## src/rtl/rotated_box_bounds_macros.svh

```systemverilog
// ----------------------------------------------------------------------------
// rotated_box_bounds_macros.svh
// Assertion macros for the rotated box bounds block.
// ----------------------------------------------------------------------------
`ifndef ROTATED_BOX_BOUNDS_MACROS_SVH
`define ROTATED_BOX_BOUNDS_MACROS_SVH

`ifndef NO_ASSERTIONS
// Checked in the cycle after the antecedent, also during reset.
`define RBB_ASSERT_NEXT(lbl, pre, post) \
  lbl: assert property (@(posedge clk) (pre) |=> (post)) else $error("assertion failed");
// Checked in the cycle after the antecedent, off during reset.
`define RBB_ASSERT_NEXT_RST(lbl, pre, post) \
  lbl: assert property (@(posedge clk) disable iff (!rst_n) (pre) |=> (post)) \
    else $error("assertion failed");
`else
`define RBB_ASSERT_NEXT(lbl, pre, post)
`define RBB_ASSERT_NEXT_RST(lbl, pre, post)
`endif

`endif

```

## src/rtl/rbb_pkg.sv

```systemverilog
// ----------------------------------------------------------------------------
// rbb_pkg
// Types, constants and the arctangent table shared by the bounds pipeline.
// ----------------------------------------------------------------------------
package rbb_pkg;

  localparam int ATAN_ENTRIES = 24;
  localparam int CW           = 34;   // CORDIC datapath width
  localparam int HW_W         = 27;   // half extent width, Q19.8 unsigned

  localparam logic [15:0]          SCALE_RESET  = 16'd256;
  localparam logic signed [CW-1:0] CORDIC_GAIN  = 34'sd652032874;
  localparam logic signed [16:0]   FULL_TURN    = 17'sd23040;
  localparam logic signed [16:0]   HALF_TURN    = 17'sd11520;
  localparam logic signed [16:0]   QUARTER_TURN = 17'sd5760;

  // Sideband that travels alongside the CORDIC values.
  typedef struct packed {
    logic signed [31:0] cx;
    logic signed [31:0] cy;
    logic [HW_W-1:0]    hw;
    logic [HW_W-1:0]    hh;
    logic               neg;
  } rbb_side_t;

  // atan(2^-i) in units of 2^-24 degree.
  function automatic logic signed [CW-1:0] atan_val(input int idx);
    logic signed [CW-1:0] v;
    case (idx)
      0:  v = 34'sd754974720;
      1:  v = 34'sd445687602;
      2:  v = 34'sd235489088;
      3:  v = 34'sd119537938;
      4:  v = 34'sd60000934;
      5:  v = 34'sd30029717;
      6:  v = 34'sd15018523;
      7:  v = 34'sd7509720;
      8:  v = 34'sd3754917;
      9:  v = 34'sd1877466;
      10: v = 34'sd938734;
      11: v = 34'sd469367;
      12: v = 34'sd234684;
      13: v = 34'sd117342;
      14: v = 34'sd58671;
      15: v = 34'sd29335;
      16: v = 34'sd14668;
      17: v = 34'sd7334;
      18: v = 34'sd3667;
      19: v = 34'sd1833;
      20: v = 34'sd917;
      21: v = 34'sd458;
      22: v = 34'sd229;
      23: v = 34'sd115;
      default: v = '0;
    endcase
    return v;
  endfunction

endpackage

```

## src/rtl/rbb_cordic_cell.sv

```systemverilog
// ----------------------------------------------------------------------------
// rbb_cordic_cell
// One rotation-mode CORDIC iteration with its register and sideband.
// ----------------------------------------------------------------------------
module rbb_cordic_cell #(
  parameter int IDX = 0
) (
  input  logic                          clk,
  input  logic                          rst_n,
  input  logic                          en,
  input  logic                          v_in,
  input  logic signed [rbb_pkg::CW-1:0] x_in,
  input  logic signed [rbb_pkg::CW-1:0] y_in,
  input  logic signed [rbb_pkg::CW-1:0] z_in,
  input  rbb_pkg::rbb_side_t            side_in,
  output logic                          v_out,
  output logic signed [rbb_pkg::CW-1:0] x_out,
  output logic signed [rbb_pkg::CW-1:0] y_out,
  output logic signed [rbb_pkg::CW-1:0] z_out,
  output rbb_pkg::rbb_side_t            side_out
);
  import rbb_pkg::*;

  localparam logic signed [CW-1:0] ATAN = atan_val(IDX);

  logic signed [CW-1:0] xs, ys, x_nxt, y_nxt, z_nxt;
  logic                 v_r;
  logic signed [CW-1:0] x_r, y_r, z_r;
  rbb_side_t            side_r;

  assign xs = x_in >>> IDX;
  assign ys = y_in >>> IDX;

  always_comb begin
    if (!z_in[CW-1]) begin
      x_nxt = x_in - ys;
      y_nxt = y_in + xs;
      z_nxt = z_in - ATAN;
    end else begin
      x_nxt = x_in + ys;
      y_nxt = y_in - xs;
      z_nxt = z_in + ATAN;
    end
  end

  always_ff @(posedge clk) begin
    if (!rst_n) begin
      v_r <= 1'b0;
    end else if (en) begin
      v_r <= v_in;
    end
    if (en) begin
      x_r    <= x_nxt;
      y_r    <= y_nxt;
      z_r    <= z_nxt;
      side_r <= side_in;
    end
  end

  assign v_out    = v_r;
  assign x_out    = x_r;
  assign y_out    = y_r;
  assign z_out    = z_r;
  assign side_out = side_r;

endmodule

```

## config.mk

```make
export PLATFORM = sky130hd
export DESIGN_NAME = rbb_cordic_cell
export DESIGN_NICKNAME = d
export VERILOG_FILES = /design/src/rtl/rotated_box_bounds_macros.svh /design/src/rtl/rbb_pkg.sv /design/src/rtl/rbb_cordic_cell.sv
export SDC_FILE = /design/constraint.sdc
export NUM_CORES = 1
export LEC_CHECK = 0
export BUFFER_PORTS_ARGS = -buffer_cell sky130_fd_sc_hd__buf_2
export CAP_MARGIN = 20
export CORE_AREA = 2 2 175 177
export DETAILED_ROUTE_END_ITERATION = 8
export DIE_AREA = 0 0 177 179
export PLACE_DENSITY = 0.73
export RECOVER_POWER = 50
export SYNTH_ARGS = -nofsm -noshare
export SYNTH_HDL_FRONTEND = slang
export SYNTH_SLANG_ARGS = --single-unit
```

## constraint.sdc

```tcl
create_clock -name clk -period 2.75 [get_ports clk]
set_input_delay 0 -clock clk [delete_from_list [all_inputs] [get_ports clk]]
set_output_delay 0 -clock clk [all_outputs]
set_load 0.02 [all_outputs]
```

==> run metrics, run 1 <==
run status=complete, but fails checks; violated checks=capacitance limit, slew limit; number of cell rows=64; GR met3 Demand/Resource=5.047%; non-filler instance count after layout=around 2.3k; Final Hold Viols=0; Std-Cell Core Area=30030 um^2; # DRC=0; effective utilization at floorplan=42.40%; clock latency of the later-clocked register in the worst-skew pair=a little over 0.5 ns; Max transition margin=-30.13%; GRT met2 Usage=about half; last weighted congestion value of the routability-driven placer=0.9931; Placed Cells=2141; gr usage total=29.85%; remaining antenna violation count after routing=0; layout cells sized above 1=28.09%; DR vias=between 10k and 15k; Post-Syn Nets=~1.5k; sequential share of the synthesized area=52.04%; CP Data Required Time=approximately 3.1 ns; Reg power frac=approximately two fifths; Total Routed Length=49130 um; largest vdd supply drop=0.3559 mV; critical register-to-register path endpoint=v_out; maximum number of pins on one net before global-route repair=73; power spent charging and discharging nets=around 0.0034 W; Total Die Area=about 32000 um^2; Post-Syn Area=12730 um^2; R2R Path Start=v_out; initial antenna violation count=0; Wirelength per Cell=20.99 um; I/O pin count=447; combinational cell fraction of total power=between 20% and 30%; Nets=2267; count of maximum capacitance violations=1; Cell Pwr Density=566.1 nW/um^2; Static Leak=8.274 nW; Final Critical Period=between 2 and 3 ns; number of cells on the worst hold path=3; maximum clock frequency=between 300 and 400 MHz; Detailed Place HPWL=roughly 37000 um; internal power=roughly 0.0073 W; startpoint of the tightest hold check path=z_in[33]; met1 capacity usage during global routing=36.70%; number of buffers between clock root and the deepest sink=3; mean post-synth cell area=11.03 um^2; largest fanout on the critical path=2; first-pass GRT wire length=71940 um; setup repair after global routing missed its margin=no; utilization of the core after routing=62.93%; Hold Crit Endpoint=z_out[27]; root buf cell=clkbuf_16; detailed-route vias per instance=5.335; Tightest Pin Transition=1.952 ns; Arrival @ worst endpoint=about 3.0 ns; clk sink count=221; proportion of total power due to net switching=31.91%; worst hold path class=input pin to register; Pre-Repair DR Iteration Count=6; cell types with the largest area share after synthesis=edfxtp_1 52%, ha_1 11%, a21oi_1 4.6%, xnor2_1 4.3%, inv_1 3.3%; DRC violation total after the first TritonRoute iteration=approximately 1k; final count of negative-setup-slack endpoints=0; startpoint-to-endpoint class of the critical path=input pin to register; setup slack of the most critical reg-to-reg path=1.50 ns; Port Buf Inserts=446; Gate Count Post-Synth=1154; Vert. Die Dim=179 um; Layout area overhead=48.43%; Worst Setup End Kind=register; count of cells along the worst register-to-register path=3; die span in x=177 um; kind of start point of the critical path=input pin; largest area contributor in the netlist=edfxtp_1; number of levels in the clock H-tree=1; fraction of synthesized cell area taken by the top area cell type=51.89%; number of flops mapped to enable cells by yosys=220; Most Crowded Layer GR=met2; total global routing overflow=0; final slew viol count=71; Synthesis Warnings=0; number of global-route vias before repair=12.48k; setup clock skew after layout=0 ns; clock-pin slew on the worst setup and hold paths=0.06 ns; async set-or-reset flop fraction in the synthesized netlist=0%; Top FF cell, synth=edfxtp_1; CTS tree=built; part of the cycle the worst path needs=94.66%; clock network fraction of design power=around 30%; antenna cell count=0; total of flip-flops plus latches after synthesis=221; number of different library cells in the post-synthesis netlist=74; number of buffers created by CTS=24
[metal layers]
layer	vias up	part of all wire, %
met1	5916	39
met3	157	7.6
met5	-	0
li1	5741	-
met4	0	6.2
met2	671	47
[synth_stat cells (all sizes together) (9+ instances only)]
| master | instances |
|---|---|
| xnor2 | 64 |
| o21bai | 27 |
| o211ai | 13 |
| a21oi | 117 |
| ha | 108 |
| a21o | 15 |
| a211oi | 12 |
| mux2i | 16 |
| nor2 | 88 |
| buf | 13 |
| clkbuf | 30 |
| nor3 | 20 |
| edfxtp | 220 |
| nand3 | 15 |
| inv | 112 |
| nand4 | 9 |
| o31ai | 11 |
| or3 | 10 |
| o21ai | 74 |
| nand2 | 50 |
| nand2b | 10 |
[through the flow]
stage | setup TNS, ns | worst slack, ns | area [um^2] | hold slack, ns | power, W
floorplan | 0 | 0.08372 | 12730 | 0.09887 | 0.005921
global placement | -2.762 | -0.2769 | 16740 | 0.1760 | 0.007300
detailed placement | -4.280 | -0.3934 | 16740 | 0.1781 | 0.007344
CTS | 0 | 0.1043 | 19090 | 0.006903 | 0.01069
global route | 0 | 0.03512 | 18900 | 0.08818 | 0.01110
finish | 0 | 0.1467 | 18900 | 0.03659 | 0.01070
[critical path, stage by stage]
cell	delay, ns
dlygate4sd3_1	0.57
buf_2	0.15
ha_1	0.31
a21o_1	0.16
a21oi_1	0.25
o21bai_1	0.11
a21oi_1	0.23
o21bai_1	0.11
a21oi_2	0.25
nor2_1	0.08
a211oi_1	0.19
dlygate4sd3_1	0.57
[power by group through the flow]
stage / Clock [W] / Combinational [W] / Sequential (W)
floorplan: 0 / 0.00109 / 0.00483
global placement: 0 / 0.00296 / 0.00434
detailed placement: 0 / 0.00299 / 0.00435
CTS: 0.00321 / 0.00320 / 0.00429
global route: 0.00336 / 0.00341 / 0.00434
finish: 0.00319 / 0.00320 / 0.00431
[cell families (layout without fill, tap and decap cells)]
logic type / after synthesis / after routing / share of synthesized area (%)
simple gates: 239 / 239 / 9.011
compound gates: 337 / 337 / 16.57
mux: 17 / 17 / 1.376
fa+ha+maj: 112 / 112 / 11.24
flops: 221 / 221 / 52.04
buf+inv: 156 / 946 / 4.746
xor+xnor: 72 / 72 / 5.012
[flip-flops by register name, indices dropped and copies added (netlist names)]
register	cells
v_out	1
y_out	33
z_out	34
x_out	34
side_out	119
[worst max-delay path by stage]
stage	startpoint	to	slack [ns]	cells past startpoint
final	z_in[25]	z_out[33]	0.15	12
after global routing	x_in[15]	y_out[27]	0.04	12
after CTS	z_in[25]	z_out[33]	0.10	12
after detailed placement	x_in[6]	x_out[31]	-0.39	12
after global placement	x_in[6]	y_out[31]	-0.28	12
after floorplan	x_in[25]	x_out[32]	0.08	12
[cell usage in the layout (no fill, tap or decap), types with 50 or more instances in the layout]
cell	n
ha_1	108
xnor2_1	63
nor2_1	87
inv_1	111
clkbuf_1	144
edfxtp_1	220
o21ai_0	73
buf_4	183
a21oi_1	116
buf_2	303
dlygate4sd3_1	159
nand2_1	50
[timing repair]
item | 4_1_cts | 5_1_grt
setup buffers | 0 | 0
resized for setup | 0 | 2
hold buffers | 159 | 0
setup endpoints to repair | 0 | 5
hold endpoints to repair | 224 | 0
[layout make-up]
cell class / count / area (um^2)
multi-input combinational: 777 / 5505
tap: 396 / 495.5
sequential: 221 / 6626
timing repair buffer: 793 / 5091
inverter: 113 / 424.2
clock buffer: 28 / 636.9
fill: 2476 / 11130
clock inverter: 12 / 118.9
Note: power is estimated with default switching activity, not from simulation.
==> inputs of run 2 (changes only) <==
Settings changed: CORE_AREA 2 2 175 177 to unset, CORE_ASPECT_RATIO set to 0.5, CORE_MARGIN set to 2, CORE_UTILIZATION set to 46, DIE_AREA 0 0 177 179 to unset, PLACE_DENSITY 0.73 to 0.77.
==> run metrics, run 2 (synthesis results as in run 1) <==
Post-DP Area=16530 um^2 (was 16740 um^2); CTS tree=built (unchanged); Nets=2246 (was 2267); die span in x=239.3 um (was 177 um); remaining antenna violation count after routing=0 (unchanged); kind of start point of the critical path=input pin (unchanged); first-pass GRT wire length=71710 um (was 71940 um); effective utilization at floorplan=47.51% (was 42.40%); last weighted congestion value of the routability-driven placer=1.008 (was 0.9931); dominant delay contributor by cell family on the critical path=compound AO/OA/AOI/OAI gates (unchanged); CP Cell Sequence=dlygate4sd3_1 > buf_2 > ha_1 > a21o_1 > a21oi_1 > o21bai_1 > a21oi_1 > o21bai_1 > a21oi_2 > nor2_1 > a211oi_1 > dlygate4sd3_1 (unchanged); largest vdd supply drop=0.4090 mV (was 0.3559 mV); Std-Cell Core Area=26800 um^2 (was 30030 um^2); Arrival @ worst endpoint=2.97 ns (was 2.98 ns); Vert. Die Dim=121.6 um (was 179 um); worst hold path class=input pin to register (unchanged); DR vias=12.70k (was 12.49k); max FFs per register=119 (unchanged); setup repair after global routing missed its margin=no (unchanged); number of levels in the clock H-tree=1 (unchanged); Post-Place Worst Slack=-0.3132 ns (was -0.3934 ns); gr usage total=32.61% (was 29.85%); CP Data Required Time=3.15 ns (was 3.13 ns); Cell Pwr Density=561.0 nW/um^2 (was 566.1 nW/um^2); number of cell rows=42 (was 64); final slew viol count=0 (was 71); area occupied by multi-input gates=5512 um^2 (was 5505 um^2); I/O pin count=447 (unchanged); Total Routed Length=48960 um (was 49130 um); Slowest-stage cell, CP=dlygate4sd3_1 (unchanged); Detailed Place HPWL=34950 um (was 36510 um); DRC violation total after the first TritonRoute iteration=1497 (was 1001); Placed Cells=2077 (was 2141); Tightest Pin Transition=0.8795 ns (was 1.952 ns); # DRC=0 (unchanged); most common cell after layout, fill and taps aside=buf_2 (unchanged); Fill cells=2026 (was 2476); Wirelength per Cell=21.44 um (was 20.99 um); Final Critical Period=2.568 ns (was 2.603 ns); clock latency of the later-clocked register in the worst-skew pair=0.52 ns (was 0.51 ns); highest-count cells in the layout ignoring fill and taps=295 x buf_2, 220 x edfxtp_1, 165 x buf_4, 160 x dlygate4sd3_1, 154 x clkbuf_1 (was 303 x buf_2, 220 x edfxtp_1, 183 x buf_4, 159 x dlygate4sd3_1, 144 x clkbuf_1); Total Die Area=29110 um^2 (was 31680 um^2); layout cells sized above 1=26.86% (was 28.09%); Max stage delay on crit path=0.60 ns (was 0.57 ns); number of buffers created by CTS=22 (was 24); Port Buf Inserts=446 (unchanged); detailed-route vias per instance=5.559 (was 5.335); startpoint-to-endpoint class of the critical path=input pin to register (unchanged); final count of negative-setup-slack endpoints=0 (unchanged); non-filler instance count after layout=2284 (was 2340); Layout area overhead=46.54% (was 48.43%); count of maximum capacitance violations=0 (was 1); initial antenna violation count=8 (was 0); run status=completed (was complete, but fails checks); Static Leak=8.120 nW (was 8.274 nW); cell area after layout=18660 um^2 (was 18900 um^2); Setup Total Neg Slack=0 ns (unchanged); Pre-Repair DR Iteration Count=6 (unchanged); Max transition margin=41.37% (was -30.13%); total global routing overflow=0 (unchanged); sequential cell area=6626 um^2 (unchanged); Final Hold Viols=0 (unchanged); setup clock skew after layout=0 ns (unchanged); Critical path buffers and inverters=3 (unchanged); number of global-route vias before repair=12.37k (was 12.48k); largest fanout on the critical path=2 (unchanged); Final Worst Setup Slack=0.1820 ns (was 0.1467 ns); clock-pin slew on the worst setup and hold paths=0.07 ns (was 0.06 ns); Worst Setup End Kind=register (unchanged); clk sink count=221 (unchanged); maximum clock frequency=389.4 MHz (was 384.1 MHz); part of the cycle the worst path needs=93.38% (was 94.66%); root buf cell=clkbuf_16 (unchanged); number of buffers between clock root and the deepest sink=3 (unchanged); maximum number of pins on one net before global-route repair=81 (was 73)
[run 2: cell types whose count changed in the layout (fill, tap and decap cells not counted), moves of 3 or more]
cell / previous run / this run
clkbuf_16: 25 / 22
diode_2: 0 / 7
buf_2: 303 / 295
clkbuf_1: 144 / 154
clkbuf_2: 4 / 1
buf_4: 183 / 165
[run 2: metal layers]
metal | track usage, % | part of all wire (%)
met5 | 0 | 0.025
met4 | 14.77 | 5.0
met3 | 8.860 | 10
met2 | 54.11 | 47
met1 | 40.22 | 38
[run 2: area by class of cell]
cell class              instances  area share (%)
clock inverters                13          0.6035
multi-input cells             777           29.54
flip-flops and latches        221           35.52
well taps                     352           2.361
inverters                     113           2.273
repair buffers                774           26.56
clock buffers                  27           3.051
diodes                          7         0.09388
[run 2: where the power goes]
part           internal, W  switching (W)
Sequential         0.00417       0.000137
Clock              0.00159        0.00141
Combinational      0.00124        0.00191
[run 2: repair_timing]
| item | 4_1_cts | 5_1_grt |
|---|---|---|
| endpoints found under the setup margin | 0 | 3 |
| endpoints found under the hold margin | 218 | 0 |
| resized for setup | 0 | 2 |
| buffers inserted | 0 | 0 |
| hold buffers | 160 | 0 |
[run 2: metrics by stage]
stage / power [W] / utilization (%) / hold slack, ns
floorplan: 0.005921 / - / 0.09887
global placement: 0.007234 / 61.69 / 0.1766
detailed placement: 0.007263 / 61.69 / 0.1781
CTS: 0.01040 / 70.21 / 0.01430
global route: 0.01084 / 69.59 / 0.03577
finish: 0.01047 / 69.62 / 0.03614
[run 2: worst reg2reg max path: stages, from the launching register on]
cell and delay [ns]:
dfxtp_1 0.32, mux2i_1 0.14, nor2b_1 0.07, dlygate4sd3_1 0.55
[run 2: worst paths after layout]
| path | end | cells past startpoint | from | slack, ns |
|---|---|---|---|---|
| worst max-delay path | z_out[33] | 12 | z_in[25] | 0.18 |
| worst min-delay path | x_out[1] | 3 | y_in[1] | 0.04 |
| worst max register to register | v_out | 3 | v_out | 1.56 |
| worst min register to register | v_out | 3 | v_out | 1.13 |
==> inputs of run 3 (changes only) <==
Settings changed: RECOVER_POWER 50 to unset.
==> run metrics, run 3 (synthesis results as in run 1) <==
run status=completed (unchanged); Max stage delay on crit path=0.60 ns (about the same); utilization of the core after routing=70.30% (was 69.62%); power spent charging and discharging nets=0.003452 W (was 0.003459 W); total global routing overflow=0 (unchanged); Cell Pwr Density=558.2 nW/um^2 (was 561.0 nW/um^2); combinational cell fraction of total power=30.6% (was 30.2%); number of global-route vias before repair=12.37k (unchanged); I/O pin count=447 (unchanged); CTS tree=built (unchanged); clk sink count=221 (unchanged); part of the cycle the worst path needs=93.89% (was 93.38%); number of buffers created by CTS=22 (unchanged); Detailed Place HPWL=34950 um (unchanged); clock latency of the later-clocked register in the worst-skew pair=0.52 ns (about the same); Final Hold Viols=0 (unchanged); gr usage total=32.61% (unchanged); detailed-route vias per instance=5.534 (was 5.559); Post-Place Worst Slack=-0.3132 ns (unchanged); kind of start point of the critical path=input pin (unchanged); maximum clock frequency=387.3 MHz (was 389.4 MHz); Post-DP Area=16530 um^2 (unchanged); die span in x=239.3 um (unchanged); proportion of total power due to net switching=32.82% (was 33.04%); internal power=0.007066 W (was 0.007009 W); number of buffers between clock root and the deepest sink=3 (unchanged); # DRC=0 (unchanged); Fill cells=1935 (was 2026); clock network fraction of design power=28.5% (was 28.7%); cell area after layout=18840 um^2 (was 18660 um^2); Tightest Pin Transition=0.8888 ns (was 0.8795 ns); layout cells sized above 1=34.60% (was 26.86%); worst hold path class=input pin to register (unchanged); Total Die Area=29110 um^2 (unchanged); setup clock skew after layout=0 ns (unchanged); area occupied by multi-input gates=5512 um^2 (unchanged); largest fanout on the critical path=2 (unchanged); Pre-Repair DR Iteration Count=6 (unchanged); largest vdd supply drop=0.4106 mV (was 0.4090 mV); number of levels in the clock H-tree=1 (unchanged); setup bufs post-CTS=0 (unchanged); Final Worst Setup Slack=0.1681 ns (was 0.1820 ns); number of cell rows=42 (unchanged); Final Critical Period=2.582 ns (was 2.568 ns); maximum number of pins on one net before global-route repair=81 (unchanged); initial antenna violation count=7 (was 8); CP Data Required Time=3.15 ns (about the same); final slew viol count=0 (unchanged); root buf cell=clkbuf_16 (unchanged); Arrival @ worst endpoint=2.98 ns (was 2.97 ns); Wirelength per Cell=21.43 um (was 21.44 um); count of maximum capacitance violations=0 (unchanged); startpoint-to-endpoint class of the critical path=input pin to register (unchanged); Static Leak=8.532 nW (was 8.120 nW); Slowest-stage cell, CP=dlygate4sd3_1 (unchanged); Std-Cell Core Area=26800 um^2 (unchanged); Port Buf Inserts=446 (unchanged); setup repair after global routing missed its margin=no (unchanged); CP Cell Sequence=dlygate4sd3_1 > buf_2 > ha_1 > a21o_1 > a21oi_1 > o21bai_1 > a21oi_1 > o21bai_1 > a21oi_2 > nor2_1 > a211oi_1 > dlygate4sd3_1 (unchanged); max FFs per register=119 (unchanged); Nets=2246 (unchanged); effective utilization at floorplan=47.51% (unchanged); final hold slack=0.04044 ns (was 0.03614 ns); Total Routed Length=48930 um (was 48960 um); Worst Setup End Kind=register (unchanged); DR vias=12.63k (was 12.70k); first-pass GRT wire length=71710 um (unchanged); most common cell after layout, fill and taps aside=buf_2 (unchanged); last weighted congestion value of the routability-driven placer=1.008 (unchanged); final count of negative-setup-slack endpoints=0 (unchanged); sequential cell area=6626 um^2 (unchanged); highest-count cells in the layout ignoring fill and taps=445 x buf_2, 220 x edfxtp_1, 165 x buf_4, 160 x dlygate4sd3_1, 116 x a21oi_1 (was 295 x buf_2, 220 x edfxtp_1, 165 x buf_4, 160 x dlygate4sd3_1, 154 x clkbuf_1); DRC violation total after the first TritonRoute iteration=1358 (was 1497); Max transition margin=40.75% (was 41.37%); Vert. Die Dim=121.6 um (unchanged); Reg power frac=40.9% (was 41.2%); clock-pin slew on the worst setup and hold paths=0.07 ns (about the same); Layout area overhead=47.99% (was 46.54%); remaining antenna violation count after routing=0 (unchanged)
[run 3: cell types whose count changed in the layout (fill, tap and decap cells not counted), sizes merged]
cell	delta
buf	+150
clkbuf	-150
diode	-1
[run 3: routing by layer]
layer / global-route usage, % / part of all wire (%)
met1: 40.22 / 38
met2: 54.11 / 47
met3: 8.860 / 10
met4: 14.77 / 5.2
met5: 0 / 0.025
[run 3: layout make-up]
type | count | area share, %
antenna | 6 | 0.07969
clock buffer | 27 | 3.021
clock inverter | 13 | 0.5976
inverter | 113 | 2.251
multi-input combinational | 777 | 29.25
sequential | 221 | 35.17
tap | 352 | 2.337
timing repair buffer | 774 | 27.29
[run 3: metrics by stage]
step / cells / setup TNS [ns] / total power, W
2_1_floorplan: 1154 / 0 / 0.005921
3_3_place_gp: 2077 / -1.710 / 0.007234
3_5_place_dp: 2077 / -2.694 / 0.007263
4_1_cts: 2277 / 0 / 0.01040
5_1_grt: 2281 / 0 / 0.01090
6_report: 2283 / 0 / 0.01052
[run 3: critical path, delay by kind of cell]
family | cells | cell delay [ns]
adder cells (fa/ha/maj) | 1 | 0.29
AND/OR/NAND/NOR | 1 | 0.07
buffers and inverters | 3 | 1.30
AO/OA/AOI/OAI | 7 | 1.32
[run 3: power groups by stage]
stage / clock (W) / sequential [W] / combinational [W]
after floorplan: 0 / 0.00483 / 0.00109
after global placement: 0 / 0.00434 / 0.00289
after detailed placement: 0 / 0.00436 / 0.00291
after CTS: 0.00299 / 0.00429 / 0.00312
after global routing: 0.00317 / 0.00433 / 0.00340
final: 0.00300 / 0.00430 / 0.00322
[run 3: path summary, 6_finish.rpt]
path         startpoint   endpoint  slack, ns  cells past startpoint
min reg2reg       v_out      v_out       1.12                      3
max            z_in[25]  z_out[33]       0.17                     12
min             y_in[1]   x_out[1]       0.04                      3
max reg2reg       v_out      v_out       1.56                      3
[run 3: what timing repair did]
item | 4_1_cts | 5_1_grt
resized for setup | 0 | 2
endpoints found under the setup margin | 0 | 3
hold buffers | 160 | 0
endpoints found under the hold margin | 218 | 0
